[config.mk]
export PLATFORM = sky130hd
export DESIGN_NAME = rdcm_sqrt
export DESIGN_NICKNAME = d
export VERILOG_FILES = /design/src/rtl/core/rdcm_pkg.sv /design/src/rtl/core/rdcm_sqrt.sv
export SDC_FILE = /design/constraint.sdc
export NUM_CORES = 2
export LEC_CHECK = 0
export BUFFER_PORTS_ARGS = -buffer_cell sky130_fd_sc_hd__buf_2
export CAP_MARGIN = 0
export CORE_ASPECT_RATIO = 0.6
export CORE_MARGIN = 5
export CORE_UTILIZATION = 65
export DETAILED_ROUTE_END_ITERATION = 10
export PLACE_DENSITY_LB_ADDON = 0.25
export SYNTH_ARGS = -nofsm -noshare
export SYNTH_HDL_FRONTEND = slang
export SYNTH_SLANG_ARGS = --single-unit
[constraint.sdc]
create_clock -name clk -period 6.9 [get_ports clk]
set_clock_uncertainty 0.1 [all_clocks]
set_input_delay 0 -clock clk [delete_from_list [all_inputs] [get_ports clk]]
set_output_delay 0 -clock clk [all_outputs]
set_load 0.02 [all_outputs]
[src/rtl/core/rdcm_pkg.sv]
// ----------------------------------------------------------------------------
// rdcm_pkg
// Shared widths and register codes for the radial distortion coordinate map.
// ----------------------------------------------------------------------------
`timescale 1ns / 1ps

package rdcm_pkg;

  localparam int FRAC_BITS_DEF = 16;

  localparam int COORD_W   = 16;
  // dest - origin - center needs two more bits than a coordinate
  localparam int OFF_W     = COORD_W + 2;
  localparam int MAG_W     = COORD_W + 1;
  // squared distance, padded to an even number of bits for the root
  localparam int SQ_W      = 2 * (MAG_W + 1);
  localparam int RAD_W     = 32;
  localparam int SCALE_W   = 18;
  localparam int QUOT_W    = 40;
  localparam int OUT_W     = 32;
  localparam int CFG_IDX_W = 3;

  typedef enum logic [CFG_IDX_W-1:0] {
    REG_ORIGIN_X = 3'd0,
    REG_ORIGIN_Y = 3'd1,
    REG_CENTER_X = 3'd2,
    REG_CENTER_Y = 3'd3,
    REG_RADIUS   = 3'd4,
    REG_SCALE    = 3'd5
  } cfg_reg_t;

endpackage

[src/rtl/core/rdcm_sqrt.sv]
// ----------------------------------------------------------------------------
// rdcm_sqrt
// Pipelined digit-by-digit square root, one root bit per stage, with
// FRAC_BITS fraction bits in the result and a sideband carried alongside.
// ----------------------------------------------------------------------------
`timescale 1ns / 1ps

module rdcm_sqrt #(
  parameter int FRAC_BITS = rdcm_pkg::FRAC_BITS_DEF,
  parameter int SB_W      = 1
) (
  input  logic                                      clk,
  input  logic                                      rst_n,
  input  logic                                      en,
  input  logic                                      in_valid,
  input  logic [rdcm_pkg::SQ_W-1:0]                 in_sq,
  input  logic [SB_W-1:0]                           in_sb,
  output logic                                      out_valid,
  output logic [rdcm_pkg::SQ_W/2+FRAC_BITS-1:0]     out_root,
  output logic [SB_W-1:0]                           out_sb
);

  localparam int RW  = rdcm_pkg::SQ_W / 2 + FRAC_BITS;
  localparam int N   = RW;
  localparam int RMW = RW + 2;
  localparam int SQW = rdcm_pkg::SQ_W;

  logic            v_r    [N];
  logic [RMW-1:0]  rem_r  [N];
  logic [RW-1:0]   root_r [N];
  logic [SQW-1:0]  sq_r   [N];
  logic [SB_W-1:0] sb_r   [N];

  for (genvar j = 0; j < N; j++) begin : g_stage
    localparam int I = N - 1 - j;

    logic            v_i;
    logic [RMW-1:0]  rem_i;
    logic [RW-1:0]   root_i;
    logic [SQW-1:0]  sq_i;
    logic [SB_W-1:0] sb_i;
    logic [1:0]      pair;
    logic [SQW-1:0]  sq_nxt;
    logic [RMW-1:0]  rem_sh;
    logic [RMW-1:0]  trial;
    logic [RMW-1:0]  rem_nxt;
    logic [RW-1:0]   root_nxt;
    logic            ge;

    if (j == 0) begin : g_first
      assign v_i    = in_valid;
      assign rem_i  = '0;
      assign root_i = '0;
      assign sq_i   = in_sq;
      assign sb_i   = in_sb;
    end else begin : g_next
      assign v_i    = v_r[j-1];
      assign rem_i  = rem_r[j-1];
      assign root_i = root_r[j-1];
      assign sq_i   = sq_r[j-1];
      assign sb_i   = sb_r[j-1];
    end

    // integer digits come from the radicand, fraction digits bring in zeros
    if (I >= FRAC_BITS) begin : g_pair
      assign pair   = sq_i[SQW-1 -: 2];
      assign sq_nxt = sq_i << 2;
    end else begin : g_zero
      assign pair   = 2'b00;
      assign sq_nxt = sq_i;
    end

    assign rem_sh   = {rem_i[RMW-3:0], pair};
    assign trial    = {root_i, 2'b01};
    assign ge       = rem_sh >= trial;
    assign rem_nxt  = ge ? (rem_sh - trial) : rem_sh;
    assign root_nxt = {root_i[RW-2:0], ge};

    always_ff @(posedge clk) begin
      if (!rst_n) begin
        v_r[j] <= 1'b0;
      end else if (en) begin
        v_r[j] <= v_i;
      end
    end

    always_ff @(posedge clk) begin
      if (en) begin
        rem_r[j]  <= rem_nxt;
        root_r[j] <= root_nxt;
        sq_r[j]   <= sq_nxt;
        sb_r[j]   <= sb_i;
      end
    end
  end

  assign out_valid = v_r[N-1];
  assign out_root  = root_r[N-1];
  assign out_sb    = sb_r[N-1];

endmodule

==> run_results.csv <==
group,metric,value,unit
sta,fmax,0.194,GHz
sta,fin_crit_sh,0.748,
worst_setup_path,cp.arrival,5.63,ns
detailed_routing,dr.pass1.iters,6,
place,io_buffer_count,76,
clocking,h-tree-depth,4,
worst_setup_path,crit_top_cell,"o31ai_1",
sta,setup-violations-final,0,
global_route,grt_max_degree,164,
worst_setup_path,crit_type,"reg2reg",
worst_setup_path,cp.required,7.37,ns
worst_setup_path,crit_fanout,59,
global_route,grt_overflow_total,0,
global_route,grt_use_total,0.316,
global_route,grt_first_pass_wirelength,405000,um
clocking,cts-root-buf,"clkbuf_16",
logic_synthesis,syn_nets,9494,
layout,area_growth,9.53,%
die,start_util,0.656,
logic_synthesis,netlist_area,0.104,mm2
pwr,ir_drop,272,uV
flow_run,cap_violations,2,
sta,maxSlewHeadroom,0.00632,
logic_synthesis,synth_ff_type,"edfxtp_1",
status,violations,"capacitance limit",
die,ioPinCount,77,
status,status,"finished with violations",
detailed_routing,vias_per_cell,6.30,
detailed_routing,wl_per_cell,23.9,um
layout,mostFrequentLayoutCells,"edfxtp_1, inv_1, nand2_1",
global_route,grt_antenna_before_repair,13,
worst_setup_path,startpoint_type,"register",
sta,hold_viol,0,
die,die-area,0.169,mm2
clocking,ctsResizeCount,0,
worst_setup_path,cpLargestDelayFamily,"compound AO/OA/AOI/OAI gates",
pwr,total_power,38.0,mW
layout,nNetsFinal,9742,
sta,setup_tns,0,ns
logic_synthesis,ys_ff_latch,2025,
die,die-height,320,um
layout,drive_gt1_frac,0.0644,
clocking,cts_sinks,2025,
min_path,worstHoldPathType,"in2reg",
detailed_routing,vias,71600,
worst_setup_path,slowest_stage,"o41ai_1",
clocking,clock_path_buffers,3,
logic_synthesis,yosys.cell_types.count,91,
pwr,power_density,333,mW/mm2
logic_synthesis,ys_seq_area_frac,0.583,
sta,rsz0062_at_grt,"false",
detailed_routing,drt_iter0_drc,10100,
place,routabilityCongestion,0.960,
worst_setup_path,path_cells,"inv_1 > ha_1 > fa_1 > a21o_1 > a21oi_1 > nor2b_1 > o31ai_1 > o31ai_1 > o41ai_1 > o31ai_1 > o31ai_4 > buf_4 > mux2_2",
detailed_routing,ant_nets,0,
layout,layout_commonest_cell,"edfxtp_1",
logic_synthesis,netlist_instances,8838,
die,chipWidth,527,um
logic_synthesis,synth_edf_count,2024,
worst_setup_path,end_kind,"register",
clocking,cts_setup_buffers,0,
sta,worstMarginPinSlew,1.48,ns
clocking,cts_tree,"done",
logic_synthesis,async_flop_share,0,
global_route,grt_pass1_vias,65600,
logic_synthesis,avgSynthCellArea,11.8,um2
worst_setup_path,max_stage_delay,0.95,ns
detailed_routing,totalWireLength,271000,um
die,core-area,0.159,mm2
logic_synthesis,ys_warn_count,0,
detailed_routing,drc,0,
clocking,clk_latency,0.84,ns
place,dp_slack,1.92,ns
pwr,leakage,44.6,nW
sta,setup_ws,1.74,ns
die,rows,113,
worst_setup_path,crit_buf_inv,2,
place,dpl.hpwl,204000,um
sta,fin_crit,5.16,ns
clocking,numCtsBuffers,182,
clocking,clk_pin_slew_worst_paths,0.06,ns
layout,utilization,0.719,
sta,slew_viol_final,0,
## report_power, final
part	switching, mW	internal, mW
registers	1.71	16.0
clock network	4.70	5.60
logic	5.99	4.02
## cell usage after synthesis (10+ instances only)
cell	count	area share
a21o_1	227	0.016
nor4b_1	11	0.00092
ha_1	600	0.072
o2111ai_1	14	0.0012
mux2_2	95	0.010
nand3b_1	18	0.0013
and2_1	35	0.0021
nand3_1	131	0.0063
nand4_1	68	0.0041
a211o_1	17	0.0014
nand2_1	685	0.025
and4_1	16	0.0013
nor3b_1	28	0.0020
a21boi_0	28	0.0020
nor2_1	554	0.020
fa_1	15	0.0029
nor4_1	120	0.0072
a311oi_1	10	0.00084
buf_1	13	0.00047
nand2b_1	109	0.0065
o211ai_1	37	0.0027
inv_1	775	0.028
or3_1	89	0.0053
o21a_1	115	0.0083
or2_2	55	0.0033
edfxtp_1	2024	0.58
and3_1	75	0.0045
o41ai_1	18	0.0015
o31ai_1	68	0.0049
nand4b_1	17	0.0014
xnor2_1	424	0.036
a31oi_1	43	0.0026
a31o_2	13	0.0011
a211oi_1	50	0.0036
o21bai_1	59	0.0042
nor3_1	221	0.011
or4_1	58	0.0042
nor2b_1	81	0.0049
o21ai_0	542	0.026
a2111oi_0	22	0.0018
a41oi_1	10	0.00084
clkbuf_1	134	0.0048
a21oi_1	576	0.028
xor2_1	416	0.035
## layer usage
| metal | GRT usage | up-vias | wire length, um |
|---|---|---|---|
| met5 | 0 | - | 34 |
| met4 | 0.0520 | 4 | 3780 |
| met3 | 0.151 | 296 | 47700 |
| met2 | 0.351 | 4191 | 90800 |
| met1 | 0.539 | 34200 | 129000 |
| li1 | - | 32900 | - |
## final timing paths
check / from / endpoint / slack, ns / cells past startpoint
max: rem_r[31][1]$_DFFE_PP_ / rem_r[32][3]$_DFFE_PP_ / 1.74 / 13
min: en / sq_r[6][15]$_DFFE_PP_ / 0.15 / 2
max reg2reg: rem_r[31][1]$_DFFE_PP_ / rem_r[32][3]$_DFFE_PP_ / 1.74 / 13
min reg2reg: sq_r[5][30]$_DFFE_PP_ / sq_r[6][32]$_DFFE_PP_ / 0.31 / 0
## final cells by class
cell class / count / area, um2
Multi-Input combinational cell: 5879 / 40100
Clock inverter: 117 / 1280
Timing Repair Buffer: 219 / 1780
Tap cell: 2127 / 2660
Sequential cell: 2025 / 60800
Antenna cell: 2 / 5.00
Fill cell: 10800 / 44700
Clock buffer: 211 / 4680
Inverter: 779 / 2920
## registers in the layout, summed over array words and instances, names as in the netlist
name	count
rem_r	1071
sb_r	34
v_r	34
sq_r	306
root_r	580
## what timing repair did
| action | 4_1_cts | 5_1_grt |
|---|---|---|
| setup endpoints to repair | 0 | 0 |
| hold endpoints to repair | 274 | 0 |
| hold buffers | 80 | 0 |
## through the flow
stage / hold slack (ns) / instance area [um2] / std cells
2_1_floorplan: -0.00113 / 104000 / 8838
3_3_place_gp: 0.0775 / 107000 / 10900
3_5_place_dp: 0.0786 / 107000 / 10900
4_1_cts: 0.136 / 114000 / 11400
5_1_grt: 0.188 / 114000 / 11400
6_report: 0.147 / 114000 / 11400
## logic make-up after synthesis
group | Yosys count | synth area share
XOR/XNOR | 840 | 0.0705
other | 1 | 0.0000360
adder cells (fa/ha/maj) | 615 | 0.0749
multiplexers | 102 | 0.0109
flip-flops | 2025 | 0.583
AO/OA/AOI/OAI | 1925 | 0.114
AND/OR/NAND/NOR | 2396 | 0.113
buffers and inverters | 934 | 0.0340
Note: power is estimated with default switching activity, not from simulation.
